## config.mk

```make
export PLATFORM = sky130hd
export DESIGN_NAME = lcd_mode_timing_sequencer
export DESIGN_NICKNAME = d
export VERILOG_FILES = /design/src/design/lmts_pkg.sv /design/src/design/lmts_core.sv /design/src/design/lcd_mode_timing_sequencer.sv
export SDC_FILE = /design/constraint.sdc
export NUM_CORES = 1
export LEC_CHECK = 0
export BUFFER_PORTS_ARGS = -buffer_cell sky130_fd_sc_hd__buf_2
export CAP_MARGIN = 25
export CORE_MARGIN = 5
export CORE_UTILIZATION = 55
export DETAILED_ROUTE_END_ITERATION = 8
export PLACE_DENSITY = 0.85
export SYNTH_ARGS = -nofsm -noshare
export SYNTH_HDL_FRONTEND = slang
export SYNTH_SLANG_ARGS = --single-unit
export TNS_END_PERCENT = 1
```

## constraint.sdc

```tcl
create_clock -name clk -period 7.9 [get_ports clk]
set_input_delay 1.185 -clock clk [delete_from_list [all_inputs] [get_ports clk]]
set_output_delay 1.185 -clock clk [all_outputs]
set_load 0.03 [all_outputs]
```

## src/design/lmts_pkg.sv

```systemverilog
// ----------------------------------------------------------------------------
// lmts_pkg
// Shared types and constants for the LCD mode timing sequencer: mode codes,
// mode lengths, field widths and the per-step result bundle.
// ----------------------------------------------------------------------------
package lmts_pkg;

  localparam int unsigned MODE_W     = 2;
  localparam int unsigned LINE_W     = 8;
  localparam int unsigned ELAPSED_W  = 8;
  localparam int unsigned MCLK_W     = 10;

  localparam int unsigned IN_TDATA_W  = 8;
  localparam int unsigned OUT_TDATA_W = 24;

  localparam int unsigned DEF_VISIBLE_LINES = 144;
  localparam int unsigned DEF_LAST_LINE     = 153;

  // LCD mode codes, as seen on the lcd_mode field.
  localparam logic [MODE_W-1:0] MODE_HBLANK = 2'd0;
  localparam logic [MODE_W-1:0] MODE_VBLANK = 2'd1;
  localparam logic [MODE_W-1:0] MODE_OAM    = 2'd2;
  localparam logic [MODE_W-1:0] MODE_XFER   = 2'd3;

  // Mode lengths.
  localparam logic [MCLK_W-1:0] LEN_HBLANK      = 10'd204;
  localparam logic [MCLK_W-1:0] LEN_VBLANK_LINE = 10'd456;
  localparam logic [MCLK_W-1:0] LEN_OAM         = 10'd80;
  localparam logic [MCLK_W-1:0] LEN_XFER        = 10'd172;

  typedef struct packed {
    logic                render_strobe;
    logic                vblank_request;
    logic [LINE_W-1:0]   line_write_value;
    logic                line_write;
    logic [LINE_W-1:0]   current_line;
    logic [MODE_W-1:0]   lcd_mode;
  } lmts_result_t;

endpackage

```

## src/design/lmts_core.sv

```systemverilog
// ----------------------------------------------------------------------------
// lmts_core
// Mode, mode clock and line counter registers with the single-step update
// logic. The result of a step is presented combinationally from the current
// state and the incoming cycle count; the state advances when step_en is high.
// ----------------------------------------------------------------------------
module lmts_core #(
  parameter int unsigned VISIBLE_LINES = lmts_pkg::DEF_VISIBLE_LINES,
  parameter int unsigned LAST_LINE     = lmts_pkg::DEF_LAST_LINE
) (
  input  logic                              clk,
  input  logic                              rst_n,
  input  logic                              step_en,
  input  logic [lmts_pkg::ELAPSED_W-1:0]    elapsed_cycles,
  output lmts_pkg::lmts_result_t            result
);
  import lmts_pkg::*;

  localparam logic [LINE_W-1:0] VIS_LINE  = LINE_W'(VISIBLE_LINES);
  localparam logic [LINE_W-1:0] LAST_LN   = LINE_W'(LAST_LINE);

  logic [MODE_W-1:0] mode_r,  mode_nxt;
  logic [MCLK_W-1:0] mclk_r,  mclk_nxt;
  logic [LINE_W-1:0] line_r,  line_nxt;

  logic [MCLK_W-1:0] clk_sum;
  logic [LINE_W-1:0] line_inc;
  logic              wr;
  logic [LINE_W-1:0] wr_val;
  logic              vb;
  logic              strobe;

  // The mode clock stays below one VBLANK line between steps, so adding
  // one cycle count never overflows its width.
  assign clk_sum  = mclk_r + MCLK_W'(elapsed_cycles);
  assign line_inc = line_r + LINE_W'(1);

  always_comb begin
    mode_nxt = mode_r;
    mclk_nxt = clk_sum;
    line_nxt = line_r;
    wr       = 1'b0;
    wr_val   = '0;
    vb       = 1'b0;
    strobe   = 1'b0;
    case (mode_r)
      MODE_HBLANK: begin
        if (clk_sum >= LEN_HBLANK) begin
          mclk_nxt = '0;
          line_nxt = line_inc;
          wr       = 1'b1;
          wr_val   = line_inc;
          if (line_inc == VIS_LINE) begin
            mode_nxt = MODE_VBLANK;
            vb       = 1'b1;
          end else begin
            mode_nxt = MODE_OAM;
          end
        end
      end
      MODE_VBLANK: begin
        if (clk_sum >= LEN_VBLANK_LINE) begin
          mclk_nxt = '0;
          line_nxt = line_inc;
          wr       = 1'b1;
          wr_val   = line_inc;
          // Past the last line the frame wraps; the written value still
          // reports the incremented line.
          if (line_inc > LAST_LN) begin
            mode_nxt = MODE_OAM;
            line_nxt = '0;
          end
        end
      end
      MODE_OAM: begin
        if (clk_sum >= LEN_OAM) begin
          mclk_nxt = '0;
          mode_nxt = MODE_XFER;
        end
      end
      default: begin
        if (clk_sum >= LEN_XFER) begin
          mclk_nxt = '0;
          mode_nxt = MODE_HBLANK;
          strobe   = 1'b1;
        end
      end
    endcase
  end

  always_ff @(posedge clk) begin
    if (!rst_n) begin
      mode_r <= MODE_HBLANK;
      mclk_r <= '0;
      line_r <= '0;
    end else if (step_en) begin
      mode_r <= mode_nxt;
      mclk_r <= mclk_nxt;
      line_r <= line_nxt;
    end
  end

  always_comb begin
    result.lcd_mode         = mode_nxt;
    result.current_line     = line_nxt;
    result.line_write       = wr;
    result.line_write_value = wr_val;
    result.vblank_request   = vb;
    result.render_strobe    = strobe;
  end

endmodule

```

## src/design/lcd_mode_timing_sequencer.sv

```systemverilog
// ----------------------------------------------------------------------------
// lcd_mode_timing_sequencer
// LCD mode timing: steps OAM search, pixel transfer, HBLANK and VBLANK from
// elapsed CPU cycle counts and reports line updates, vblank requests and render strobes.
// ----------------------------------------------------------------------------
// Each input request carries the time elapsed since the previous one and
// produces exactly one result request, which appears on the output register
// in the cycle after acceptance. The block accepts one request every clock: the
// whole mode update is a single add-and-compare between the state registers
// and the output register, and a new request is taken whenever the output
// register is empty or is being drained in the same cycle. A held result
// stalls the input only while out_tready stays low.
module lcd_mode_timing_sequencer #(
  parameter int unsigned VISIBLE_LINES = lmts_pkg::DEF_VISIBLE_LINES,
  parameter int unsigned LAST_LINE     = lmts_pkg::DEF_LAST_LINE
) (
  input  logic                               clk,
  input  logic                               rst_n,
  input  logic                               in_tvalid,
  output logic                               in_tready,
  // [7:0] elapsed_cycles
  input  logic [lmts_pkg::IN_TDATA_W-1:0]    in_tdata,
  output logic                               out_tvalid,
  input  logic                               out_tready,
  // [1:0] lcd_mode, [9:2] current_line, [10] line_write,
  // [18:11] line_write_value, [19] vblank_request, [20] render_strobe,
  // [23:21] zero
  output logic [lmts_pkg::OUT_TDATA_W-1:0]   out_tdata
);
  import lmts_pkg::*;

  logic         in_fire;
  lmts_result_t step_res;
  lmts_result_t res_r;
  logic         out_valid_r;

  assign in_tready = !out_valid_r || out_tready;
  assign in_fire   = in_tvalid && in_tready;

  lmts_core #(
    .VISIBLE_LINES (VISIBLE_LINES),
    .LAST_LINE     (LAST_LINE)
  ) u_core (
    .clk            (clk),
    .rst_n          (rst_n),
    .step_en        (in_fire),
    .elapsed_cycles (in_tdata[ELAPSED_W-1:0]),
    .result         (step_res)
  );

  always_ff @(posedge clk) begin
    if (!rst_n) begin
      out_valid_r <= 1'b0;
    end else if (in_fire) begin
      out_valid_r <= 1'b1;
    end else if (out_tready) begin
      out_valid_r <= 1'b0;
    end
  end

  always_ff @(posedge clk) begin
    if (in_fire) begin
      res_r <= step_res;
    end
  end

  assign out_tvalid = out_valid_r;
  assign out_tdata  = {3'b000,
                       res_r.render_strobe,
                       res_r.vblank_request,
                       res_r.line_write_value,
                       res_r.line_write,
                       res_r.current_line,
                       res_r.lcd_mode};

endmodule

```

* Word level (Yosys, flattened, before mapping)
Cells that the tools add are included.
** Storage, ports and cells
- Bits in registers :: 42
- Memories :: 0
- Bits in read-only memories :: 0
- Bits in latches :: 0
- RAM bits :: 0
- Word-level logic and storage cells :: 53
** Operators by class
- Bitwise operators :: 0
- Order comparisons :: 5
- Reductions and logical operators :: 7
- Muxes and demuxes :: 26
- Div/mod/pow operators :: 0
- Add/sub/neg operators :: 2
- Equality and inequality tests :: 3
- Shift operators :: 0
- Multiply operators :: 0
** Operator list (count)
- 10-bit 2-to-1 mux :: 4
- 8-bit 2-to-1 mux :: 5
- 8-bit one-hot mux with 2 select lines :: 2
- 10-bit one-hot mux with 3 select lines :: 1
- 10-bit by 8-bit >= comparator with 1-bit output, second input constant :: 2
- 2-bit 2-to-1 mux :: 6
- 10-bit by 8-bit adder with 10-bit output :: 1
- 10-bit by 7-bit >= comparator with 1-bit output, second input constant :: 1
- 10-bit by 9-bit >= comparator with 1-bit output, second input constant :: 1
- 8-bit by 1-bit adder with 8-bit output, second input constant :: 1
- 8-bit == test, second input constant :: 1
- 8-bit > comparator, second input constant :: 1
- 1-bit 2-to-1 mux :: 6
- 2-bit one-hot mux with 3 select lines :: 1
- 3-bit OR reduction :: 1
- 2-bit by 1-bit == test with 1-bit output, second input constant :: 1
- 2-bit == test, second input constant :: 1
- 2-bit logical NOT :: 1
- 1-bit one-hot mux with 2 select lines :: 1
- 2-bit AND reduction :: 1
- 2-bit nonzero test :: 1
- 1-bit logical AND :: 1
- 1-bit logical NOT :: 1
- 1-bit logical OR :: 1

* Longest topological paths before layout
Gate-level depths: netlist of run 1.
- Depth after elaboration :: 5
- Depth in mapped cells :: 14
- Depth with buffers taken out :: 13

* Cells and area by module
Synthesis of run 1 repeated with hierarchy kept, for this count alone.
** Unflattened totals
- Cell total of the unflattened synthesis :: 289
- Area, all modules :: 2743.9 um^2
** By module, submodules not included
- lmts_core :: seq. area each 400.4 um^2, times used 1, cells an instance 259, area an instance 2029.4 um^2
- lcd_mode_timing_sequencer :: seq. area each 650.6 um^2, times used 1, cells an instance 30, area an instance 714.4 um^2

* Least setup slack after synthesis of run 1
Ideal clock, no wire load.
- Path type :: input -> register
- Start :: input port in_tdata[0] in the netlist's numbering
- End :: register res_r (netlist bit out_tdata[12]), data pin
- Required time :: 7.645 ns
- Setup time :: 0.255 ns
- Buffers on the path :: 1
- Cell stages on the path :: 12
- Setup slack :: 3.993 ns
- Arrival time :: 3.652 ns
- Cell sequence :: ha_1 inv_1 fa_1 nand2b_1 a211o_1 a31oi_1 xnor2_1 a41oi_4 a2bb2oi_4 inv_4 buf_6 and2_1
** RTL lines
- start: declaration :: line lcd_mode_timing_sequencer.sv:22 : input logic [lmts_pkg::IN_TDATA_W-1:0] in_tdata,
- end signal: assignment :: line lcd_mode_timing_sequencer.sv:63 : res_r <= step_res;
- end: declaration :: line lcd_mode_timing_sequencer.sv:34 : lmts_result_t res_r;

==> results of run 1 <==
==> final timing paths <==
path / slack (ns) / to / startpoint / cells after the start
max reg2reg: 4.31 / out_tdata[7] / u_core.mclk_r[0] / 11
min: 0.45 / u_core.mclk_r[3] / u_core.mclk_r[3] / 2
min reg2reg: 0.45 / u_core.mclk_r[3] / u_core.mclk_r[3] / 2
max: 3.71 / out_tdata[7] / in_tdata[0] / 12
==> Yosys cell counts (3+ instances only) <==
library cell and count:
a211oi_1 4, a21o_1 3, a21oi_1 11, a21oi_2 5
a22o_1 4, a31oi_1 3, and2_1 6, buf_2 5
buf_4 6, buf_6 5, clkbuf_1 3, dfxtp_1 21
edfxtp_1 21, ha_1 12, inv_1 12, nand2_1 26
nand2b_1 7, nand3_1 11, nand4_1 7, nor2_1 31
nor2b_1 4, nor3_1 12, nor4_1 3, o21a_1 4
o21ai_0 9, o21ai_1 7, o21ai_2 4, o22ai_1 3
o31ai_1 4, or2_2 5, or3_1 4, xnor2_1 6
xor2_1 6
==> routing by layer <==
| metal | vias to the layer above | global-route usage, % | wire [um] |
|---|---|---|---|
| met5 | - | 0 | 0 |
| met4 | 0 | 8.20 | 206 |
| met3 | 20 | 3.14 | 421 |
| met2 | 115 | 30.4 | 3260 |
| met1 | 1220 | 23.6 | 2850 |
| li1 | 1259 | - | - |
==> through the flow <==
stage	util, %	power (W)	cell area [um2]	cells	hold slack [ns]
2_1_floorplan	-	0.000929	3050	331	0.429
3_3_place_gp	58.3	0.000997	3170	416	0.439
3_5_place_dp	58.3	0.00102	3170	416	0.446
4_1_cts	60.8	0.00123	3310	424	0.458
5_1_grt	60.8	0.00131	3310	424	0.474
6_report	60.8	0.00123	3310	424	0.454
==> layout by cell type, fill, tap and decap left out, types with 3 or more instances in the layout <==
cell	synthesis	final
nor3_1	12	12
or2_2	5	5
conb_1	1	3
nand3_1	11	11
or3_1	4	4
xor2_1	6	6
a22o_1	4	4
o31ai_1	4	4
o22ai_1	3	3
a211oi_1	4	4
nand2_1	26	26
nand2b_1	7	7
nor4_1	3	3
xnor2_1	6	6
nand4_1	7	7
nor2_1	31	31
inv_1	12	12
ha_1	12	12
dfxtp_1	21	21
o21ai_0	9	9
edfxtp_1	21	21
clkbuf_8	0	5
buf_2	5	34
o21ai_1	7	7
o21a_1	4	4
a31oi_1	3	3
a21oi_2	5	5
o21ai_2	4	4
a21o_1	3	3
and2_1	6	6
a21oi_1	11	11
nor2b_1	4	4
==> layout make-up <==
| cell class | instances | area, um2 |
|---|---|---|
| Multi-Input combinational cell | 251 | 1780 |
| Clock inverter | 3 | 68.8 |
| Inverter | 16 | 67.6 |
| Tap cell | 72 | 90.1 |
| Fill cell | 435 | 2130 |
| Clock buffer | 5 | 68.8 |
| Sequential cell | 42 | 1050 |
| Timing Repair Buffer | 35 | 178 |
==> worst max-delay path: cells and delay by family <==
family | cells | cell delay (ns)
adders and majority gates | 2 | 0.63
AOI/OAI and AO/OA | 5 | 1.77
and+or+nand+nor | 2 | 0.32
buffers and inverters | 2 | 0.16
xor gates and xnor gates | 1 | 0.16
==> where the power goes <==
part,internal [W],switching (W),total (W)
Clock,0.000127,0.0000760,0.000203
Combinational,0.000250,0.000461,0.000711
Sequential,0.000283,0.0000371,0.000320
==> logic make-up after synthesis <==
logic type,synth area share (%)
XOR/XNOR,3.45
AND/OR/NAND/NOR,21.0
adder cells (fa/ha/maj),5.59
AO/OA/AOI/OAI,27.9
flip-flops,34.5
other,0.123
multiplexers,0.329
buffers and inverters,7.15
==> sequential cells by signal (all words and copies together) (netlist names) <==
| name | cells |
|---|---|
| out_tdata | 21 |
| u_core.line_r | 8 |
| u_core.mode_r | 2 |
| u_core.mclk_r | 10 |
| out_tvalid | 1 |
==> run summary, run 1 <==
status - finished, final reports clean
Horiz. Die Dim - 84.4 um
CP Max Fanout - 18
Slew HR - 57.3%
routed vias/inst - 6.17
fin nets - 376
power per standard cell area - 373 nW/um2
layout cell share with drive strength beyond 1 - 21.6%
Clk pin slew, worst setup/hold paths - 0.08 ns
Clock Latency Late Sink - 0.30 ns
initial antenna violation count - 0
Lkg Pwr - 1.22 nW
CP max-delay cell - a2bb2oi_4
cts hold-fix bufs - 0
post-CTS sizing - 0
CP Launch Type - input pin
largest net degree at the start of global routing - 22
core box area - 5440 um2
EDFF count, synth - 21
gpl congestion - 0.879
total grt overflow - 0
Post-Syn Instances - 329
initial drt markers - 330
synthesized cell area - 3050 um2
Pre-antenna DRT Iters - 6
top cell type's share of synthesized area - 20.7%
Data arrival, critical path - 4.25 ns
Crit Path Class - in -> reg
ys async rst share - 0%
clock sinks - 42
unrepaired setup endpoints after global routing - false
Hold Path Class - reg -> reg
clock buffer depth - 2
CTS root buffer - clkbuf_8
CTS Buf Count - 5
skew final - 0.00767 ns
Max Cap Viol - 0
ANT nets after route - 0
final cycle utilization of the critical path - 53.1%
YS warnings - 0
setup bufs post-CTS - 0
Fin. Hold Viols - 0
ys flop type - edfxtp_1
Setup TNS - 0 ns
fraction of the yosys area taken by sequential cells - 34.5%
Starting Density - 56.0%
synthesized flop and latch total - 42
first-pass GRT wire length - 11000 um
CP max stage delay - 0.51 ns
slew of the pin with the lowest slew margin - 0.640 ns
Final setup viols - 0
Syn-to-layout area delta - 8.63%
synth top area cells - edfxtp_1, dfxtp_1, ha_1
I/O pin cnt - 38
Total Wirelength - 6740 um
Place WS - 3.41 ns
die footprint - 7130 um2
CP endpoint kind - flip-flop
area leader, netlist - edfxtp_1
CTS tree - built
mean routed wirelength per cell - 15.9 um
Min Clock Period, post-route - 4.19 ns
f_max - 239 MHz
drt drc - 0
syn avg cell area - 9.26 um2
Vert. Die Dim - 84.4 um
worst path cell trace - buf_2 -> ha_1 -> inv_1 -> fa_1 -> nand2b_1 -> a211o_1 -> a31oi_1 -> xnor2_1 -> a41oi_4 -> a2bb2oi_4 -> nor2_2 -> a22o_1
vias in the first global route - 2382
required time worst endpoint - 7.96 ns
Max IR drop VDD - 0.217 mV
# rows - 27
Final WS setup - 3.71 ns
ANT cells - 0
hpwl dp - 4830 um
global-route usage over all layers - 18.4%
Final Slew Violations - 0
H-tree depth - 2
Port Buffer Count - 34
Netlist cell types - 79
via count - 2614
Note: power is estimated with default switching activity, not from simulation.
==> run 2: changes to the inputs <==
==> constraint.sdc (replaced) <==
create_clock -name clk -period 4.07 [get_ports clk]
set_input_delay 0.6105 -clock clk [delete_from_list [all_inputs] [get_ports clk]]
set_output_delay 0.6105 -clock clk [all_outputs]
set_load 0.03 [all_outputs]
==> run 2 against run 1 <==
Net effect: core utilization is 0.30 points lower; largest power group unchanged; critical endpoint is now u_core.line_r[6]; combinational power is 95% higher; worst hold slack better by 0.012 ns; clock-buffer cell count is 1 higher; clock power is 56% higher; sequential share of layout area is 0.16 points higher; worst setup slack worse by 3.1 ns; non-clock buffer count is 2 higher; critical path depth is 1 higher; sequential power is 95% higher; wire length is 4.8% lower.
==> run summary, run 2 (synthesis results as in run 1) <==
status - finished, final reports clean
hpwl dp - 4720 um
Port Buffer Count - 34
worst r2r src - u_core.mclk_r[0]
Net Sw Frac - 47.2%
Placed Instances - 418
Starting Density - 56.0%
Max Cap Viol - 0
CTS tree - built
final cycle utilization of the critical path - 85.3%
core box area - 5440 um2
gpl congestion - 0.860
cell area after layout - 3290 um2
Clk pin slew, worst setup/hold paths - 0.08 ns
global-route usage over all layers - 18.0%
power per standard cell area - 709 nW/um2
Vert. Die Dim - 84.4 um
total grt overflow - 0
Psw - 0.00110 W
CP endpoint kind - flip-flop
worst path cell trace - buf_2 -> ha_1 -> inv_1 -> fa_1 -> nand2b_1 -> a211o_1 -> a31oi_1 -> xnor2_1 -> a41oi_4 -> a2bb2oi_4 -> buf_4 -> a211oi_1 -> o32ai_1
Final WS setup - 0.600 ns
most common library cell in the layout ignoring fill and taps - buf_2
most frequent cells in the layout - buf_2, nor2_1, nand2_1, edfxtp_1, dfxtp_1
CP Launch Type - input pin
via count - 2577
Final setup viols - 0
Crit Path Class - in -> reg
layout cell share with drive strength beyond 1 - 21.5%
Post-DP Area - 3190 um2
clock share of power - 13.5%
max FFs per register - 21
clock sinks - 42
Clock Latency Late Sink - 0.30 ns
Worst Hold Depth - 2
sequential power share - 26.7%
final hold slack - 0.466 ns
CP max-delay cell - fa_1
H-tree depth - 2
Hold Path Class - reg -> reg
vias in the first global route - 2417
Final Slew Violations - 0
CP Max Fanout - 10
Fill cells - 452
crit path launch - in_tdata[0]
Max IR drop VDD - 0.404 mV
Reg2Reg Depth - 12
fin nets - 378
post-CTS sizing - 0
I/O pin cnt - 38
Slew HR - 57.6%
initial antenna violation count - 0
Total Wirelength - 6410 um
clock buffer depth - 2
routed vias/inst - 6.05
# rows - 27
combinational share of power - 59.8%
fin cells - 426
CP max stage delay - 0.41 ns
CTS root buffer - clkbuf_8
Worst Hold Launch - u_core.mclk_r[5]
f_max - 288 MHz
mean routed wirelength per cell - 15.1 um
ANT nets after route - 0
required time worst endpoint - 4.27 ns
initial drt markers - 192
CP top delay family - compound AO/OA/AOI/OAI gates
first-pass GRT wire length - 10800 um
slew of the pin with the lowest slew margin - 0.636 ns
Fin. Hold Viols - 0
cts hold-fix bufs - 0
internal power - 0.00123 W
skew final - 0.0107 ns
Pre-antenna DRT Iters - 4
Worst Hold Path EP - u_core.mclk_r[5]
WP buf/inv - 3
die footprint - 7130 um2
Syn-to-layout area delta - 8.09%
Setup TNS - 0 ns
Data arrival, critical path - 3.67 ns
Lkg Pwr - 1.22 nW
setup bufs post-CTS - 0
Horiz. Die Dim - 84.4 um
Worst R2R Setup Slack - 0.63 ns
Min Clock Period, post-route - 3.47 ns
unrepaired setup endpoints after global routing - false
RR Endpoint - u_core.line_r[6]
CTS Buf Count - 5
largest net degree at the start of global routing - 38
Place WS - 0.336 ns
ANT cells - 0
drt drc - 0
run 2: cell count changes in the layout (fill, tap and decap cells not counted), sizes merged:
cell / change
buf: +2
bufinv: -1
clkbuf: +1
run 2: through the flow:
step                utilization, %  power [W]
finish                        60.5    0.00233
global route                  60.5    0.00249
CTS                           60.5    0.00232
detailed placement            58.6    0.00200
global placement              58.6    0.00196
floorplan                        -    0.00180
run 2: area by class of cell:
class / count / area [um2] / area share [%]
Multi-Input combinational cell: 251 / 1780 / 54.2
Sequential cell: 42 / 1050 / 31.9
Timing Repair Buffer: 37 / 193 / 5.85
Tap cell: 72 / 90.1 / 2.74
Clock buffer: 6 / 72.6 / 2.20
Inverter: 16 / 67.6 / 2.05
Clock inverter: 2 / 33.8 / 1.03
run 2: worst max-delay path by stage:
stage,slack (ns),cells after the start,endpoint
floorplan,0.74,12,out_tdata[12]
global placement,0.40,12,out_tdata[7]
detailed placement,0.34,13,u_core.line_r[6]
CTS,0.63,13,u_core.line_r[6]
global route,0.39,13,u_core.line_r[6]
finish,0.60,13,u_core.line_r[6]
run 2: routing by layer:
metal | global-route usage, % | share of wire (%) | wire, um | vias up
met4 | 7.77 | 2.7 | 173 | 0
met2 | 30.6 | 48 | 3090 | 91
met3 | 3.34 | 5.8 | 372 | 19
met5 | 0 | 0 | 0 | -
li1 | - | - | - | 1266
met1 | 22.2 | 43 | 2780 | 1201
run 2: power by group through the flow:
stage	combinational (W)	sequential, W	clock, W
after floorplan	0.00113	0.000674	0
after global placement	0.00133	0.000629	0
after detailed placement	0.00137	0.000629	0
after CTS	0.00138	0.000622	0.000320
after global routing	0.00152	0.000633	0.000338
final	0.00139	0.000623	0.000316
run 2: tightest hold or removal path, delay by kind of cell, from the launching register on:
family / cells / cell delay (ns)
flops: 1 / 0.33
simple gates: 1 / 0.05
compound gates: 1 / 0.05
==> run 3: changes to the inputs <==
==> constraint.sdc (replaced) <==
create_clock -name clk -period 4.07 [get_ports clk]
set_input_delay 0 -clock clk [delete_from_list [all_inputs] [get_ports clk]]
set_output_delay 0 -clock clk [all_outputs]
set_load 0.03 [all_outputs]
==> run 3 against run 2 <==
Net effect: power is 2.6% higher; non-clock buffer count shrank 1; maximum frequency shrank 3.5%; final cell count down 0.23%; cell area increased by 0.80%; worst hold slack worse by 0.45 ns.
==> run summary, run 3 (synthesis results as in run 1) <==
clock sinks - 42
Worst Setup EP - out_tdata[7]
global-route usage over all layers - 18.7%
drt drc - 0
first-pass GRT wire length - 11100 um
Setup TNS - 0 ns
max FFs per register - 21
fin cells - 425
routed vias/inst - 6.12
worst r2r src - u_core.mclk_r[0]
largest net degree at the start of global routing - 31
CP endpoint kind - flip-flop
ANT cells - 0
RR Endpoint - out_tdata[7]
mean routed wirelength per cell - 15.4 um
required time worst endpoint - 4.13 ns
Fill cells - 461
clock buffer depth - 2
vias in the first global route - 2417
total grt overflow - 0
I/O pin cnt - 38
CP Max Fanout - 18
Post-DP Area - 3170 um2
Lkg Pwr - 1.23 nW
final cycle utilization of the critical path - 88.3%
Hold Path Class - in -> reg
Layout Utilization - 61.0%
most frequent cells in the layout - buf_2, nor2_1, nand2_1, edfxtp_1, dfxtp_1
Total Wirelength - 6560 um
Clk pin slew, worst setup/hold paths - 0.08 ns
CP max stage delay - 0.51 ns
die footprint - 7130 um2
Data arrival, critical path - 3.66 ns
most common library cell in the layout ignoring fill and taps - buf_2
CP Launch Type - flip-flop
Port Buffer Count - 34
CP max-delay cell - a2bb2oi_4
core box area - 5440 um2
worst path cell trace - ha_1 -> inv_1 -> fa_1 -> nand2b_1 -> a211o_1 -> a31oi_1 -> xnor2_1 -> a41oi_4 -> a2bb2oi_4 -> nor2_2 -> a22o_1
Final setup viols - 0
Fin. Hold Viols - 0
Placed Instances - 416
fin nets - 377
Horiz. Die Dim - 84.4 um
unrepaired setup endpoints after global routing - false
Final Slew Violations - 0
Clock Latency Late Sink - 0.30 ns
gpl congestion - 0.883
Worst R2R Setup Slack - 0.47 ns
ANT nets after route - 0
# rows - 27
number of cells on the critical path - 11
H-tree depth - 2
CTS Buf Count - 5
crit path launch - u_core.mclk_r[0]
hpwl dp - 4630 um
skew final - 0.00662 ns
slew of the pin with the lowest slew margin - 0.619 ns
initial drt markers - 222
Reg2Reg Depth - 11
Max IR drop VDD - 0.387 mV
final hold slack - 0.0126 ns
CP top delay family - compound AO/OA/AOI/OAI gates
via count - 2603
Starting Density - 56.0%
Syn-to-layout area delta - 8.96%
CTS root buffer - clkbuf_8
Pre-antenna DRT Iters - 6
Vert. Die Dim - 84.4 um
cell area after layout - 3320 um2
Min Clock Period, post-route - 3.60 ns
CTS tree - built
post-CTS sizing - 0
Max Cap Viol - 0
power per standard cell area - 722 nW/um2
Slew HR - 58.6%
layout cell share with drive strength beyond 1 - 21.5%
WP buf/inv - 1
f_max - 278 MHz
initial antenna violation count - 0
Crit Path Class - reg -> reg
status - finished, final reports clean
-- run 3: cell types whose count changed in the layout (fill, tap and decap cells not counted) --
cell and change:
clkinv_4 +1, clkbuf_1 -1, dlygate4sd3_1 +1, bufinv_16 +1
buf_4 -2, clkinv_1 -1
-- run 3: per-stage QoR --
stage               total power (W)  setup slack [ns]
floorplan                   0.00180              1.03
global placement            0.00194             0.658
detailed placement          0.00197             0.548
CTS                         0.00238             0.519
global route                0.00255             0.280
finish                      0.00239             0.475
-- run 3: where the power goes --
group / switching, W / total [W] / internal (W)
logic: 0.000904 / 0.00139 / 0.000484
registers: 0.0000652 / 0.000615 / 0.000550
clock network: 0.000146 / 0.000392 / 0.000246
-- run 3: tightest hold or removal path, cell delays in order --
cell	delay, ns
buf_2	0.07
nand2b_1	0.12
a21oi_1	0.07
-- run 3: final cells by class --
class                   count  area (um2)  share of cell area (%)
clock buffers               5        68.8                    2.07
inverters                  16        67.6                    2.04
clock inverters             3        68.8                    2.07
multi-input cells         251        1780                    53.8
well taps                  72        90.1                    2.71
repair buffers             36         188                    5.66
flip-flops and latches     42        1050                    31.7
-- run 3: routing by layer --
layer / vias to the layer above / global-route usage (%) / wire length [um]
met5: - / 0 / 0
met4: 0 / 8.06 / 208
met3: 20 / 3.93 / 459
met2: 120 / 31.6 / 3160
met1: 1204 / 22.9 / 2730
li1: 1259 / - / -
-- run 3: worst min-delay path by stage --
stage                           from  slack, ns  cells past startpoint         end
after detailed placement   in_tvalid       0.27                      3  out_tvalid
after global placement     in_tvalid       0.25                      3  out_tvalid
after floorplan            in_tvalid       0.13                      2  out_tvalid
after CTS                 out_tready       0.01                      3  out_tvalid
final                     out_tready       0.01                      3  out_tvalid
after global routing      out_tready       0.05                      3  out_tvalid
-- run 3: what timing repair did --
action,in CTS,in global routing
buffers inserted,0,0
hold endpoints to repair,1,0
hold buffers,1,0
